### src/rtl/tesp_pkg.sv
package tesp_pkg;

    typedef enum logic [2:0] {
        PH_HEADER = 3'd0,
        PH_IDLE   = 3'd1,
        PH_EVENT  = 3'd2,
        PH_FIXED  = 3'd3,
        PH_LENGTH = 3'd4,
        PH_SKIP   = 3'd5
    } t_phase;

    typedef enum logic [2:0] {
        K_ERROR = 3'd0,
        K_CHUNK = 3'd1,
        K_BYTE  = 3'd2,
        K_WORD  = 3'd3,
        K_DWORD = 3'd4,
        K_TEXT  = 3'd5
    } t_kind;

    localparam logic [7:0] MAGIC [4] = '{8'h46, 8'h4C, 8'h68, 8'h64};

    // header layout: 4 magic + 10 rest + 4 data tag, then 4 length bytes
    localparam logic [4:0] HDR_MAGIC_END = 5'd4;
    localparam logic [4:0] HDR_LEN_START = 5'd18;
    localparam logic [4:0] HDR_LEN_END   = 5'd22;

    localparam logic [7:0] ID_WORD_MIN  = 8'd64;
    localparam logic [7:0] ID_DWORD_MIN = 8'd128;
    localparam logic [7:0] ID_TEXT_MIN  = 8'd192;

    localparam logic [5:0] LEB_SHIFT_LIMIT = 6'd32;
    localparam logic [5:0] LEB_SHIFT_STEP  = 6'd7;

    function automatic t_kind fixed_kind(input logic [7:0] id);
        t_kind k;
        if (id < ID_WORD_MIN) begin
            k = K_BYTE;
        end else if (id < ID_DWORD_MIN) begin
            k = K_WORD;
        end else begin
            k = K_DWORD;
        end
        return k;
    endfunction

endpackage

### src/rtl/tesp_byte_if.sv
interface tesp_byte_if;
    logic       valid;
    logic       ready;
    logic [7:0] data_byte;
    logic       first_byte;

    modport source (output valid, output data_byte, output first_byte, input ready);
    modport sink   (input valid, input data_byte, input first_byte, output ready);
endinterface

### src/rtl/tesp_res_if.sv
interface tesp_res_if;
    logic        valid;
    logic        ready;
    logic [2:0]  kind;
    logic [7:0]  event_id;
    logic [31:0] value;

    modport source (output valid, output kind, output event_id, output value, input ready);
    modport sink   (input valid, input kind, input event_id, input value, output ready);
endinterface

### src/rtl/tagged_event_stream_parser.sv
// Byte-stream parser for tagged event files: checks the 'FLhd' magic, reports the
// little-endian chunk length, then one result per fixed-size event (byte, word,
// dword) and per LEB128-length text event, skipping text payloads. A header
// mismatch gives one error result and silence until a byte marked first_byte.
// One valid byte is taken every cycle unless the input is stalled; the state update
// and the result register sit behind a single level of logic, so a result appears in
// the cycle after the byte that completes it. The input stalls only while the result
// register holds an unconsumed result and the sink is not ready.
module tagged_event_stream_parser (
    input  logic          i_clk,
    input  logic          i_rst_n,
    tesp_byte_if.sink     i_in,
    tesp_res_if.source    o_res
);

    tesp_pkg::t_phase r_phase, c_phase, n_phase;
    logic [4:0]       r_byte_count, c_byte_count, n_byte_count;
    logic [7:0]       r_current_id, c_current_id, n_current_id;
    logic [31:0]      r_accumulator, c_accumulator, n_accumulator;
    logic [2:0]       r_bytes_left, c_bytes_left, n_bytes_left;
    logic [5:0]       r_length_shift, c_length_shift, n_length_shift;
    logic [31:0]      r_skip_count, c_skip_count, n_skip_count;

    logic             r_out_valid;
    tesp_pkg::t_kind  r_out_kind, n_out_kind;
    logic [7:0]       r_out_id, n_out_id;
    logic [31:0]      r_out_value, n_out_value;
    logic             n_emit;

    logic             in_accept;
    logic [7:0]       b;
    logic [4:0]       hdr_off;

    assign b         = i_in.data_byte;
    assign i_in.ready = !r_out_valid || o_res.ready;
    assign in_accept = i_in.valid && i_in.ready;
    assign hdr_off   = c_byte_count - tesp_pkg::HDR_LEN_START;

    always_comb begin
        if (i_in.first_byte) begin
            c_phase        = tesp_pkg::PH_HEADER;
            c_byte_count   = '0;
            c_current_id   = '0;
            c_accumulator  = '0;
            c_bytes_left   = '0;
            c_length_shift = '0;
            c_skip_count   = '0;
        end else begin
            c_phase        = r_phase;
            c_byte_count   = r_byte_count;
            c_current_id   = r_current_id;
            c_accumulator  = r_accumulator;
            c_bytes_left   = r_bytes_left;
            c_length_shift = r_length_shift;
            c_skip_count   = r_skip_count;
        end

        n_phase        = c_phase;
        n_byte_count   = c_byte_count;
        n_current_id   = c_current_id;
        n_accumulator  = c_accumulator;
        n_bytes_left   = c_bytes_left;
        n_length_shift = c_length_shift;
        n_skip_count   = c_skip_count;
        n_emit         = 1'b0;
        n_out_kind     = tesp_pkg::K_ERROR;
        n_out_id       = '0;
        n_out_value    = '0;

        unique case (c_phase)
            tesp_pkg::PH_HEADER: begin
                if (c_byte_count < tesp_pkg::HDR_MAGIC_END) begin
                    if (b != tesp_pkg::MAGIC[c_byte_count[1:0]]) begin
                        n_phase    = tesp_pkg::PH_IDLE;
                        n_emit     = 1'b1;
                        n_out_kind = tesp_pkg::K_ERROR;
                    end else begin
                        n_byte_count = c_byte_count + 5'd1;
                    end
                end else if (c_byte_count < tesp_pkg::HDR_LEN_START) begin
                    n_byte_count = c_byte_count + 5'd1;
                end else begin
                    n_accumulator = c_accumulator | ({24'd0, b} << {hdr_off[1:0], 3'b000});
                    n_byte_count  = c_byte_count + 5'd1;
                    if (n_byte_count >= tesp_pkg::HDR_LEN_END) begin
                        n_emit        = 1'b1;
                        n_out_kind    = tesp_pkg::K_CHUNK;
                        n_out_value   = n_accumulator;
                        n_accumulator = '0;
                        n_byte_count  = '0;
                        n_phase       = tesp_pkg::PH_EVENT;
                    end
                end
            end
            tesp_pkg::PH_IDLE: begin
            end
            tesp_pkg::PH_EVENT: begin
                n_current_id   = b;
                n_accumulator  = '0;
                n_length_shift = '0;
                n_phase        = tesp_pkg::PH_FIXED;
                if (b < tesp_pkg::ID_WORD_MIN) begin
                    n_bytes_left = 3'd1;
                end else if (b < tesp_pkg::ID_DWORD_MIN) begin
                    n_bytes_left = 3'd2;
                end else if (b < tesp_pkg::ID_TEXT_MIN) begin
                    n_bytes_left = 3'd4;
                end else begin
                    n_phase = tesp_pkg::PH_LENGTH;
                end
            end
            tesp_pkg::PH_FIXED: begin
                n_accumulator  = c_accumulator
                               | ({24'd0, b} << {c_length_shift[4:3], 3'b000});
                n_length_shift = c_length_shift + 6'd8;
                n_bytes_left   = c_bytes_left - 3'd1;
                if (n_bytes_left == 3'd0) begin
                    n_phase     = tesp_pkg::PH_EVENT;
                    n_emit      = 1'b1;
                    n_out_kind  = tesp_pkg::fixed_kind(c_current_id);
                    n_out_id    = c_current_id;
                    n_out_value = n_accumulator;
                end
            end
            tesp_pkg::PH_LENGTH: begin
                if (c_length_shift < tesp_pkg::LEB_SHIFT_LIMIT) begin
                    n_accumulator  = c_accumulator
                                   | ({25'd0, b[6:0]} << c_length_shift[4:0]);
                    n_length_shift = c_length_shift + tesp_pkg::LEB_SHIFT_STEP;
                end
                if (!b[7]) begin
                    n_skip_count = n_accumulator;
                    n_phase      = (n_accumulator == '0) ? tesp_pkg::PH_EVENT
                                                         : tesp_pkg::PH_SKIP;
                    n_emit       = 1'b1;
                    n_out_kind   = tesp_pkg::K_TEXT;
                    n_out_id     = c_current_id;
                    n_out_value  = n_accumulator;
                end
            end
            tesp_pkg::PH_SKIP: begin
                n_skip_count = c_skip_count - 32'd1;
                if (n_skip_count == '0) begin
                    n_phase = tesp_pkg::PH_EVENT;
                end
            end
            default: begin
            end
        endcase
    end

    always_ff @(posedge i_clk) begin
        if (!i_rst_n) begin
            r_phase        <= tesp_pkg::PH_HEADER;
            r_byte_count   <= '0;
            r_current_id   <= '0;
            r_accumulator  <= '0;
            r_bytes_left   <= '0;
            r_length_shift <= '0;
            r_skip_count   <= '0;
        end else if (in_accept) begin
            r_phase        <= n_phase;
            r_byte_count   <= n_byte_count;
            r_current_id   <= n_current_id;
            r_accumulator  <= n_accumulator;
            r_bytes_left   <= n_bytes_left;
            r_length_shift <= n_length_shift;
            r_skip_count   <= n_skip_count;
        end
    end

    always_ff @(posedge i_clk) begin
        if (!i_rst_n) begin
            r_out_valid <= 1'b0;
        end else if (i_in.ready) begin
            r_out_valid <= in_accept && n_emit;
        end
    end

    always_ff @(posedge i_clk) begin
        if (in_accept && n_emit) begin
            r_out_kind  <= n_out_kind;
            r_out_id    <= n_out_id;
            r_out_value <= n_out_value;
        end
    end

    assign o_res.valid    = r_out_valid;
    assign o_res.kind     = r_out_kind;
    assign o_res.event_id = r_out_id;
    assign o_res.value    = r_out_value;

    // skip phase always has payload bytes outstanding
    a_skip_nonzero: assert property (@(posedge i_clk) disable iff (!i_rst_n)
        r_phase == tesp_pkg::PH_SKIP |-> r_skip_count != '0)
        else $error("skip phase with zero count");

    a_fixed_left: assert property (@(posedge i_clk) disable iff (!i_rst_n)
        r_phase == tesp_pkg::PH_FIXED |-> (r_bytes_left != 3'd0 && r_bytes_left <= 3'd4))
        else $error("fixed event byte count out of range");

    a_error_idle: assert property (@(posedge i_clk) disable iff (!i_rst_n)
        in_accept && n_emit && n_out_kind == tesp_pkg::K_ERROR |=> r_phase == tesp_pkg::PH_IDLE)
        else $error("header error did not stop the parser");

    a_header_id: assert property (@(posedge i_clk) disable iff (!i_rst_n)
        r_out_valid && (r_out_kind == tesp_pkg::K_ERROR || r_out_kind == tesp_pkg::K_CHUNK)
        |-> r_out_id == '0)
        else $error("header result with nonzero event id");

    a_ready_empty: assert property (@(posedge i_clk) disable iff (!i_rst_n)
        !r_out_valid |-> i_in.ready)
        else $error("input stalled with empty result register");

endmodule
### src/flat_wrapper.sv
// flat-port wrapper written by rule: the top's interface ports become plain ports
module tagged_event_stream_parser_flat 
  (i_clk, i_rst_n, i_in_valid, i_in_data_byte, i_in_first_byte, i_in_ready, o_res_valid, o_res_kind, o_res_event_id, o_res_value, o_res_ready);
  tesp_byte_if i_in_i ();
  tesp_res_if o_res_i ();
  input  logic i_clk;
  input  logic i_rst_n;
  input wire logic [$bits(i_in_i.valid)-1:0] i_in_valid;
  input wire logic [$bits(i_in_i.data_byte)-1:0] i_in_data_byte;
  input wire logic [$bits(i_in_i.first_byte)-1:0] i_in_first_byte;
  output wire logic [$bits(i_in_i.ready)-1:0] i_in_ready;
  output wire logic [$bits(o_res_i.valid)-1:0] o_res_valid;
  output wire logic [$bits(o_res_i.kind)-1:0] o_res_kind;
  output wire logic [$bits(o_res_i.event_id)-1:0] o_res_event_id;
  output wire logic [$bits(o_res_i.value)-1:0] o_res_value;
  input wire logic [$bits(o_res_i.ready)-1:0] o_res_ready;
  assign i_in_i.valid = i_in_valid;
  assign i_in_i.data_byte = i_in_data_byte;
  assign i_in_i.first_byte = i_in_first_byte;
  assign i_in_ready = i_in_i.ready;
  assign o_res_valid = o_res_i.valid;
  assign o_res_kind = o_res_i.kind;
  assign o_res_event_id = o_res_i.event_id;
  assign o_res_value = o_res_i.value;
  assign o_res_i.ready = o_res_ready;
  tagged_event_stream_parser u_core (.i_clk(i_clk), .i_rst_n(i_rst_n), .i_in(i_in_i), .o_res(o_res_i));
endmodule
### config.mk
export PLATFORM = sky130hd
export DESIGN_NAME = tagged_event_stream_parser_flat
export DESIGN_NICKNAME = d
export VERILOG_FILES = /design/src/rtl/tesp_pkg.sv /design/src/rtl/tesp_byte_if.sv /design/src/rtl/tesp_res_if.sv /design/src/rtl/tagged_event_stream_parser.sv /design/src/flat_wrapper.sv
export SDC_FILE = /design/constraint.sdc
export NUM_CORES = 1
export LEC_CHECK = 0
export BUFFER_PORTS_ARGS = -buffer_cell sky130_fd_sc_hd__buf_2
export CAP_MARGIN = 20
export CORE_MARGIN = 3
export CORE_UTILIZATION = 50
export DETAILED_ROUTE_END_ITERATION = 6
export PLACE_DENSITY = 0.79
export SLEW_MARGIN = 20
export SYNTH_ARGS = -nofsm -noshare
export SYNTH_HDL_FRONTEND = slang
export SYNTH_SLANG_ARGS = --single-unit
### constraint.sdc
create_clock -name i_clk -period 10.7 [get_ports i_clk]
set_clock_uncertainty 0.2 [all_clocks]
set_input_delay 2.14 -clock i_clk [delete_from_list [all_inputs] [get_ports i_clk]]
set_output_delay 2.14 -clock i_clk [all_outputs]
set_load 0.01 [all_outputs]
== Yosys cells after proc, flatten, opt, wreduce, memory -nomap -nowiden ==
Cells that the tools add are included.

* Register bits: 133
* Input bits: 13

* $add $sub $neg: 6
* Order comparisons: 10
* Eq/ne operators: 5
* Shift-type cells: 3
* Muxes and demuxes: 66
* Bitwise operators: 4
* Reductions and logical operators: 8

{| class="wikitable"
|+ Operators with widths
! kind !! count
|-
| two-way mux 32 bit || 13
|-
| one-hot mux 32 bit (4 select lines) || 1
|-
| OR 32 bit || 3
|-
| one-hot mux 32 bit (3 select lines) || 1
|-
| two-way mux 3 bit || 22
|-
| zero test 32 bit || 2
|-
| one-hot mux 32 bit (2 select lines) || 1
|-
| << shifter 8 x 5 -> 32 bit || 2
|-
| two-way mux 8 bit || 6
|-
| << shifter 7 x 5 -> 32 bit || 1
|-
| subtractor 32 x 1 -> 32 bit (second input constant) || 1
|-
| two-way mux 5 bit || 6
|-
| less-than comparator 8 bit (second input constant) || 3
|-
| one-hot mux 6 bit (3 select lines) || 1
|-
| binary-select mux 8 bit (select 2 bit) || 1
|-
| less-than comparator 8 x 7 -> 1 bit (second input constant) || 2
|-
| one-hot mux 8 bit (2 select lines) || 1
|-
| one-hot mux 3 bit (5 select lines) || 1
|-
| two-way mux 6 bit || 2
|-
| one-hot mux 3 bit (3 select lines) || 1
|-
| != test 8 bit || 1
|-
| two-way mux 1 bit || 7
|-
| adder 6 x 3 -> 6 bit (second input constant) || 1
|-
| adder 6 x 4 -> 6 bit (second input constant) || 1
|-
| 17 further kinds || 21
|}

== Depth between registers and ports, before layout ==
Gate-level depths: netlist of the first run.

* Word-level depth: 10
* Gate-level depth with buffers: 18
* Mapped depth without buffers: 11

== Least setup slack after synthesis of the first run ==
No wires, ideal clock.

* Path kind: input -> register
* From: input port i_in_first_byte
* To: register u_core.r_out_id[0], in the netlist u_core.o_res.event_id[0] (enable)
* Library setup time: 511 ps
* Data arrival time: 7837 ps
* Required time: 9989 ps
* Slack: 2152 ps
* Stages on the path: 14
* Cells stage by stage: buf_2 inv_1 clkbuf_1 clkbuf_1 clkbuf_1 buf_1 nand2_1 ha_1 a21oi_1 o21a_1 and2_1 clkbuf_1 nor2_1 a211oi_1

* Cells in the longest elaborated chain, start to end: 10

{| class="wikitable"
|+ RTL lines
! element !! line !! source
|-
| start: declaration || flat_wrapper.sv:10 || <nowiki>input wire logic [$bits(i_in_i.first_byte)-1:0] i_in_first_byte;</nowiki>
|-
| parallel branches: the longest is 8 deep, another holds adder 5 x 1 -> 5 bit || n/a ||
|-
| one-hot mux 1 bit (3 select lines) (*) || tagged_event_stream_parser.sv:70 || <nowiki>unique case (c_phase)</nowiki>
|-
| logical AND 1 bit (*) || tagged_event_stream_parser.sv:181 || <nowiki>if (in_accept && n_emit) begin</nowiki>
|-
| end signal: assignment || tagged_event_stream_parser.sv:183 || <nowiki>r_out_id <= n_out_id;</nowiki>
|-
| end: declaration || tagged_event_stream_parser.sv:26 || <nowiki>logic [7:0] r_out_id, n_out_id;</nowiki>
|}

Mark *: on every way between the ends. The select of a mux whose other input is x is not followed.
A chain may end at the register's enable or synchronous reset.

== Worst setup path after layout of the first run ==
* From: input port i_in_first_byte
* To: register u_core.r_out_value[31], in the netlist u_core.o_res.value[31] (enable)

* Cells in the longest elaborated chain, start to end: 10

{| class="wikitable"
|+ RTL lines
! element !! line !! source
|-
| parallel branches: the longest is 8 deep, another holds adder 5 x 1 -> 5 bit || n/a ||
|-
| one-hot mux 1 bit (3 select lines) (*) || tagged_event_stream_parser.sv:70 ||
|-
| logical AND 1 bit (*) || tagged_event_stream_parser.sv:181 ||
|-
| end signal: assignment || tagged_event_stream_parser.sv:184 || <nowiki>r_out_value <= n_out_value;</nowiki>
|-
| end: declaration || tagged_event_stream_parser.sv:27 || <nowiki>logic [31:0] r_out_value, n_out_value;</nowiki>
|}

Marked as above.

==> results of run 1 <==
power by group through the flow:
stage,sequential [mW],combinational (mW),clock (mW)
after floorplan,0.571,0.142,0
after global placement,0.566,0.219,0
after detailed placement,0.566,0.222,0
after CTS,0.556,0.222,0.577
after global routing,0.559,0.246,0.600
final,0.556,0.230,0.579
logic make-up after synthesis:
logic type      after synthesis  share of synthesized area, %
mux                          18                          1.78
simple gates                531                          25.7
compound gates              556                          34.5
fa+ha+maj                    10                          1.19
flops                       133                          29.5
buf+inv                     165                          6.15
xor+xnor                     13                          1.09
state kept, by name, summed over array words and instances (netlist names):
signal / flops
u_core.o_res.event_id: 8
u_core.r_length_shift: 6
u_core.r_skip_count: 32
u_core.o_res.kind: 3
u_core.r_accumulator: 32
u_core.r_byte_count: 5
u_core.o_res.valid: 1
u_core.r_current_id: 8
u_core.r_phase: 3
u_core.o_res.value: 32
u_core.r_bytes_left: 3
layer usage:
layer	wire (µm)	GRT usage [%]
met1	17100	52.6
met2	17300	52.0
met3	5590	8.31
met4	2210	18.1
met5	0	0
final timing paths:
kind / from / to / slack, ns / cells after the start
max: i_in_first_byte / u_core.o_res.value[31] / 4.15 / 11
min: u_core.r_accumulator[2] / u_core.r_accumulator[2] / 0.30 / 1
min reg2reg: u_core.r_accumulator[2] / u_core.r_accumulator[2] / 0.30 / 1
max reg2reg: u_core.r_phase[0] / u_core.o_res.value[31] / 6.24 / 8
area by class of cell:
type | instances | share of cell area [%]
Timing Repair Buffer | 87 | 4.51
Clock inverter | 14 | 1.16
Tap cell | 270 | 2.97
Multi-Input combinational cell | 1128 | 59.5
Sequential cell | 133 | 27.2
Inverter | 27 | 0.891
Clock buffer | 18 | 3.77
cell usage after synthesis, drive strengths merged (7+ instances only):
library cell and instances:
a22oi 26, nor2 120, mux2i 13, a31oi 26, nand4 9, ha 10
buf 27, xnor2 8, nand2b 9, a211oi 16, a221oi 10, or2 8
nand3 32, o22ai 8, dfxtp 90, nor4 21, and3 14, o21ai 141
inv 27, a21o 10, o21a 9, o211ai 26, o221a 9, o32a 7
nor3 41, o221ai 17, a21oi 151, nor2b 64, o31ai 7, a32oi 7
clkbuf 111, nand2 144, a21boi 24, a221o 11, edfxtp 43, or3 11
and2 21, or4 9
worst register-to-register path: cells and delay by family (launching register included):
| family | cells | cell delay, ns |
|---|---|---|
| AO/OA/AOI/OAI | 1 | 0.76 |
| buffers and inverters | 3 | 1.21 |
| AND/OR/NAND/NOR | 4 | 1.58 |
| flip-flops | 1 | 0.34 |
==> results.yml, run 1 <==
power_and_ir_drop:
  clockPowerShare_pct: 42.4
  internal_power_uw: 921
  p_seq_share_pct: 40.7
  max-vdd-ir-drop_uv: 107
  swShare_pct: 32.5
  switchingPower_uw: 444
  power_mw: 1.37
  power_density_nw_per_um2: 120
  power_leakage_nw: 4.01
  p_comb_share_pct: 16.9
placement:
  gp_congestion: 1.04
  dp_cells: 1645
  place_ws_ns: 3.86
  place_hpwl_um: 28500
  io_buffer_count: 57
  detailed_place.area_um2: 10800
timing:
  min_period_ns: 6.55
  slew_violations: 0
  fmax_mhz: 153
  max_slew_margin_pct: 17.1
  final-setup-viol-count: 0
  rsz0062_at_grt: "false"
  post-route-period-util_pct: 61.2
  hold_slack_ns: 0.296
  fin_ws_ns: 4.15
  finalHoldViolCount: 0
  setup_tns_ns: 0
  worst_pin_slew_ns: 1.22
synthesis:
  ys.flop_type: "dfxtp_1"
  synthDistinctLibCells: 79
  yosys_warnings: 0
  yosysTopAreaCell: "dfxtp_1"
  postSynthCellCount: 1426
  synthArstFlopShare_pct: 0
  synth-edff-count: 43
  yosysSeqAreaShare_pct: 29.5
  syn_area_um2: 10500
  synth_top_area_share_pct: 17.2
  syn_area_per_cell_um2: 7.34
  syn_nets: 1449
  synth_seq_cells: 133
  synthTopCellsByArea: "dfxtp_1 (17%), edfxtp_1 (12%), a21oi_1 (7.2%)"
cells_and_area:
  final_cells: 1677
  mostFrequentLayoutCells: "a21oi_1 (151), nand2_1 (144), o21ai_0 (136), nor2_1 (115), dfxtp_1 (90)"
  multiInputGateArea_um2: 6760
  final_nets: 1417
  final_common_cell: "a21oi_1"
  drive_above_1_share_pct: 11.6
  areaGrowthSynthToFinish_pct: 8.58
  n_antenna_cell: 0
  register_area_um2: 3090
  final_cell_area_um2: 11400
  fillCellCount: 1927
  utilization_pct: 55.7
floorplanning:
  die_y_um: 151
  start_util_pct: 51.3
  row_count: 52
  fp.coreArea_um2: 20400
  die-area_um2: 22700
  ioPinCount: 58
  dieWidth_um: 151
global_route:
  grt.overflow.total: 0
  grt_pass1_vias: 10500
  antenna_found_initial: 0
  grt_max_degree: 93
  grt_use_total_pct: 36.8
  grt_pass1_wl_um: 64200
clock_network:
  numCtsBuffers: 17
  clockBufferDepth: 2
  clk_latency_ns: 0.44
  post_cts_resized: 0
  cts_sinks: 133
  cts_hold_buf: 0
  h-tree-depth: 4
  cts_setup_buffers: 0
  root_buffer: "clkbuf_16"
  cts.clk_slew.worst_paths_ns: 0.07
  cts_tree: "done"
routing:
  drc: 6
  drtIter0Drc: 1999
  detail_route.vias_per_cell: 7.13
  ant_nets: 0
  vias: 12000
  drt-wirelength-per-cell_um: 25.2
  wl_um: 42300
  dr.pass1.iters: 7
status:
  violations: "DRC"
  status: "finished with violations"
flow_run:
  max_cap_viol_count: 0
setup_path:
  cpPeakStageDelay_ns: 0.80
  cpMostUsedCell: "buf_4"
  crit_arrival_ns: 6.44
  cp_top_family: "buffers and inverters"
  critPathSlowestCell: "and2_1"
  critPathCaptureType: "register"
  crit_path_cell_trace: "buf_4 -> inv_2 -> buf_4 -> nand2_1 -> ha_1 -> a21oi_1 -> o21a_1 -> and2_1 -> nor2_1 -> a211oi_4 -> buf_4"
  setup.worst_path.start_class: "primary input"
  crit_fanout: 60
  path_buf_inv: 4
  required_ns: 10.59
  path_class: "primary input to register"
min_path:
  hold_path.class: "register to register"
Note: power is estimated with default switching activity, not from simulation.
==> run 2, diff against run 1 <==
- ABC_AREA: not set -> 1
- PLACE_DENSITY: 0.79 -> 0.82
- clock period: 10.7 -> 5.4 ns (I/O delays scaled with it)
==> run 2 against run 1 <==
Effect of this change: the run now ends clean; cell area is 1.4% higher; highest routed layer is now met5; sequential share of layout area is 0.39 points lower; via count is 3.6% higher; register-to-register slack worse by 5.0 ns; worst setup slack worse by 2.9 ns; critical endpoint is now u_core.o_res.value[16]; critical path type is now register to register.
==> results.yml, run 2 <==
status:
  status: "finished, final reports clean"
synthesis:
  synth_top_family_by_area: "simple AND/OR/NAND/NOR gates"
  yosys_warnings: 0
  synth_compound_area_share_pct: 23.0
  syn_area_per_cell_um2: 6.22
  yosysSeqAreaShare_pct: 29.4
  synth-simple-area-share_pct: 35.3
  synth_mux_area_share_pct: 0
  syn_nets: 1712
  ys_top_cells_by_count: "nand2_1 (552), nor2_1 (149), a21oi_1 (139), inv_1 (136), nand3_1 (129)"
  synth_seq_cells: 133
  synth_xor_area_share_pct: 1.08
  synth-edff-count: 43
  yosysTopAreaCell: "nand2_1"
  synth_top_area_share_pct: 19.7
  ys.flop_type: "dfxtp_1"
  postSynthCellCount: 1689
  synthDistinctLibCells: 47
  synthArstFlopShare_pct: 0
  synthAdderAreaFrac_pct: 1.19
  synth.most_common_cell: "nand2_1"
  synthTopCellsByArea: "nand2_1 (20%), dfxtp_1 (17%), edfxtp_1 (12%)"
  syn_area_um2: 10500
global_route:
  antenna_found_initial: 2
  grt_pass1_wl_um: 61800
  grt-busiest-layer: "met2"
  grtUsageMet2_pct: 55.1
  grt_pass1_vias: 11400
  grt_max_degree: 91
  met1_usage_pct: 45.2
  grt_use_total_pct: 34.7
  grt.overflow.total: 0
  grt_util_met3_pct: 7.75
routing:
  ant_nets: 0
  drt-wirelength-per-cell_um: 20.2
  dr.pass1.iters: 6
  vias: 12400
  drc: 0
  detail_route.vias_per_cell: 6.28
  drtIter0Drc: 1814
  wl_um: 39800
placement:
  io_buffer_count: 57
  detailed_place.area_um2: 10900
  place_ws_ns: 1.04
  place_hpwl_um: 27400
  dp_cells: 1940
  gp_congestion: 1.01
timing:
  fmax_mhz: 238
  hold_slack_ns: 0.266
  setup_tns_ns: 0
  worst_pin_slew_ns: 1.07
  final-setup-viol-count: 0
  finalHoldViolCount: 0
  post-route-period-util_pct: 77.7
  rsz0062_at_grt: "false"
  fin_ws_ns: 1.20
  min_period_ns: 4.20
  slew_violations: 0
  max_slew_margin_pct: 28.9
min_path:
  hold_path.class: "register to register"
  min_from: "u_core.r_accumulator[22]"
  holdPathEnd: "u_core.r_accumulator[22]"
  min_delay_path_depth: 2
clock_network:
  clockBufferDepth: 2
  clk_latency_ns: 0.44
  cts_setup_buffers: 0
  root_buffer: "clkbuf_16"
  cts_tree: "done"
  post_cts_resized: 0
  h-tree-depth: 4
  cts.clk_slew.worst_paths_ns: 0.07
  numCtsBuffers: 17
  cts_hold_buf: 0
  cts_sinks: 133
floorplanning:
  die-area_um2: 22800
  start_util_pct: 51.4
  ioPinCount: 58
  dieWidth_um: 151
  fp.coreArea_um2: 20400
  row_count: 52
  die_y_um: 151
setup_path:
  cpMostUsedCell: "inv_1"
  required_ns: 5.35
  path_class: "register to register"
  setup.worst_path.start_class: "register"
  critPathCaptureType: "register"
  path_buf_inv: 4
  reg2reg_depth: 13
  crit_fanout: 44
  crit_path_cell_trace: "inv_1 -> nor2_2 -> inv_1 -> ha_1 -> inv_1 -> nor2_1 -> nor3_1 -> nand4_1 -> nand2_1 -> nor2_1 -> nor3_1 -> nor2_4 -> buf_12"
  r2r_end: "u_core.o_res.value[16]"
  r2r-start: "u_core.r_byte_count[1]"
  cpPeakStageDelay_ns: 0.73
  crit_arrival_ns: 4.15
  cp_top_family: "simple AND/OR/NAND/NOR gates"
  r2r_slack_ns: 1.20
  critPathSlowestCell: "dfxtp_1"
cells_and_area:
  final_cells: 1973
  drive_above_1_share_pct: 9.45
  final_cell_area_um2: 11500
  final_nets: 1713
  areaGrowthSynthToFinish_pct: 9.75
  mostFrequentLayoutCells: "nand2_1 (551), nor2_1 (147), a21oi_1 (139), inv_1 (135), nand3_1 (129)"
  fillCellCount: 2048
  final_common_cell: "nand2_1"
  n_antenna_cell: 0
power_and_ir_drop:
  swShare_pct: 29.3
  clockPowerShare_pct: 44.0
  max-vdd-ir-drop_uv: 214
  power_leakage_nw: 5.34
  p_comb_share_pct: 16.0
  internal_power_mw: 1.93
  p_seq_share_pct: 40.0
  power_density_nw_per_um2: 237
  switchingPower_uw: 800
flow_run:
  max_cap_viol_count: 0
==> run 2: area by class of cell <==
type	count	area (µm²)	area share, %
clock buffers	26	543	4.71
clock inverters	6	60.1	0.521
inverters	147	554	4.81
multi-input cells	1307	6390	55.4
flip-flops and latches	133	3090	26.8
well taps	270	338	2.93
repair buffers	84	553	4.79
==> run 2: layer usage <==
| layer | part of all wire [%] | up-vias |
|---|---|---|
| met4 | 5.2 | 2 |
| met2 | 44 | 895 |
| met3 | 13 | 177 |
| met5 | 0.033 | - |
| met1 | 37 | 5584 |
| li1 | - | 5727 |
==> run 2: metrics by stage <==
| step | util [%] | power [mW] |
|---|---|---|
| final | 56.5 | 2.73 |
| after global routing | 56.5 | 2.82 |
| after CTS | 56.4 | 2.72 |
| after detailed placement | 53.4 | 1.54 |
| after global placement | 53.3 | 1.53 |
| after floorplan | - | 1.40 |
==> run 2: worst register-to-register path, cell delays in order (launching register included) <==
cell and delay (ns):
dfxtp_1 0.73, inv_1 0.42, nor2_2 0.67, inv_1 0.14
ha_1 0.35, inv_1 0.13, nor2_1 0.06, nor3_1 0.20
nand4_1 0.16, nand2_1 0.12, nor2_1 0.07, nor3_1 0.34
nor2_4 0.06, buf_12 0.23
==> run 2: power groups by stage <==
stage	Sequential (mW)	Clock, mW	Combinational (mW)
2_1_floorplan	1.13	0	0.278
3_3_place_gp	1.11	0	0.417
3_5_place_dp	1.11	0	0.422
4_1_cts	1.09	1.21	0.425
5_1_grt	1.10	1.25	0.475
6_report	1.09	1.20	0.437
==> run 2: cell families after synthesis <==
family / after synthesis
AND/OR/NAND/NOR: 892
buffers and inverters: 249
adder cells (fa/ha/maj): 10
AO/OA/AOI/OAI: 392
XOR/XNOR: 13
flip-flops: 133
==> run 2: worst max-delay path by stage <==
stage                                 startpoint                       end  slack, ns  depth (start not counted)
final                     u_core.r_byte_count[1]    u_core.o_res.value[16]       1.20                         13
after global placement           i_in_first_byte         u_core.r_phase[2]       1.10                         19
after CTS                        i_in_first_byte         u_core.r_phase[2]       1.47                         19
after floorplan                  i_in_first_byte  u_core.o_res.event_id[0]       0.06                         14
after global routing             i_in_first_byte         u_core.r_phase[0]       1.10                         17
after detailed placement         i_in_first_byte         u_core.r_phase[2]       1.04                         19
==> run 3, diff against run 2 <==
- ABC_AREA: 1 -> 0
- PLACE_DENSITY: 0.82 -> 0.79
- clock period: 5.4 -> 4.3 ns (I/O delays scaled with it)
==> run 3 against run 2 <==
Effect of this change: the flow now finishes with violations (DRC); first-iteration DRC count grew 13%; cell area grew 2.5%; via count shrank 1.4%; global-route usage grew 4.7 points; core utilization grew 1.4 points.
==> results.yml, run 3 (synthesis gave the netlist of run 1 again) <==
timing:
  max_slew_margin_pct: 21.4
  post-route-period-util_pct: 88.3
  rsz0062_at_grt: "false"
  slew_violations: 0
  setup_tns_ns: 0
  final-setup-viol-count: 0
  finalHoldViolCount: 0
  worst_pin_slew_ns: 1.17
  fmax_mhz: 263
  fin_ws_ns: 0.504
  min_period_ns: 3.80
global_route:
  met1_usage_pct: 55.2
  grt-busiest-layer: "met2"
  grtUsageMet2_pct: 56.6
  grt_use_total_pct: 39.4
  grt_util_met3_pct: 9.21
  antenna_found_initial: 1
  grt_max_degree: 62
  grt_pass1_wl_um: 68000
  grt_pass1_vias: 11100
  grt.overflow.total: 0
floorplanning:
  start_util_pct: 51.3
  ioPinCount: 58
  fp.coreArea_um2: 20400
  dieWidth_um: 151
  die-area_um2: 22700
  die_y_um: 151
  row_count: 52
power_and_ir_drop:
  power_mw: 3.57
  max-vdd-ir-drop_uv: 233
  power_leakage_nw: 4.26
  power_density_nw_per_um2: 302
clock_network:
  clockBufferDepth: 2
  root_buffer: "clkbuf_16"
  cts_hold_buf: 0
  cts.clk_slew.worst_paths_ns: 0.07
  post_cts_resized: 0
  cts_sinks: 133
  cts_tree: "done"
  numCtsBuffers: 17
  h-tree-depth: 4
  cts_setup_buffers: 0
  clk_latency_ns: 0.43
routing:
  wl_um: 45300
  drt-wirelength-per-cell_um: 26.4
  detail_route.vias_per_cell: 7.11
  drtIter0Drc: 2058
  ant_nets: 0
  vias: 12200
  drc: 3
  dr.pass1.iters: 7
cells_and_area:
  mostFrequentLayoutCells: "a21oi_1 (151), nand2_1 (143), o21ai_0 (135), nor2_1 (114), dfxtp_1 (90)"
  multiInputGateArea_um2: 6800
  final_common_cell: "a21oi_1"
  final_nets: 1458
  register_area_um2: 3090
  drive_above_1_share_pct: 14.6
  n_antenna_cell: 0
  fillCellCount: 1903
  final_cell_area_um2: 11800
  areaGrowthSynthToFinish_pct: 12.9
placement:
  io_buffer_count: 57
  gp_congestion: 1.02
  place_ws_ns: 0.412
  detailed_place.area_um2: 11200
  place_hpwl_um: 31300
setup_path:
  setup.worst_path.start_class: "register"
  critPathCaptureType: "register"
  crit_fanout: 25
  required_ns: 4.46
  path_class: "register to register"
  r2r_slack_ns: 0.50
  crit_arrival_ns: 3.95
status:
  status: "finished with violations"
  violations: "DRC"
min_path:
  hold_path.class: "register to register"
flow_run:
  max_cap_viol_count: 0
## run 3: cell types whose count changed in the layout (fill, tap and decap cells not counted), moves of 19 or more
cell / change
nand2_1: -408
inv_1: -110
nand3_1: -97
nor2b_1: +64
buf_4: +46
nor3_1: +36
o21ai_0: +35
nor2_1: -33
a21boi_0: +24
o2111ai_1: -21
and2_1: +20
o221ai_1: -20
a31oi_1: +19
## run 3: area by class of cell
cell class              instances  area share [%]
inverters                      27           0.878
multi-input cells            1128            57.5
flip-flops and latches        133            26.2
well taps                     270            2.86
clock buffers                  17            3.60
clock inverters                15            1.61
repair buffers                128            7.36
## run 3: worst max-delay path, stage by stage (launching register included)
cell,delay (ns)
dfxtp_1,0.96
nor2b_1,0.31
inv_1,0.13
o221a_2,0.28
o211a_1,0.29
o21ai_0,0.88
nor4_1,0.15
nand4_1,0.19
o21ai_0,0.12
a31oi_1,0.17
## run 3: routing by layer
metal  up-vias  wire (µm)
li1       5352          -
met1      5634      17900
met2      1026      18800
met3       195       6080
met4         0       2490
met5         -          0
## run 3: worst paths after layout
path	start	endpoint	depth (start not counted)
max	u_core.r_length_shift[0]	u_core.r_phase[0]	9
min	u_core.r_accumulator[2]	u_core.r_accumulator[2]	1
max reg2reg	u_core.r_length_shift[0]	u_core.r_phase[0]	9
min reg2reg	u_core.r_accumulator[2]	u_core.r_accumulator[2]	1
## run 3: report_power, final
part / switching (mW) / internal, mW
combinational: 0.416 / 0.195
sequential: 0.0328 / 1.35
clock: 0.640 / 0.930
total: 1.09 / 2.48
## run 3: stage by stage
stage / cells / util (%) / hold WS (ns)
after floorplan: 1426 / - / 0.250
after global placement: 1686 / 54.9 / 0.257
after detailed placement: 1686 / 54.9 / 0.280
after CTS: 1718 / 57.9 / 0.294
after global routing: 1718 / 57.9 / 0.326
final: 1718 / 57.9 / 0.294
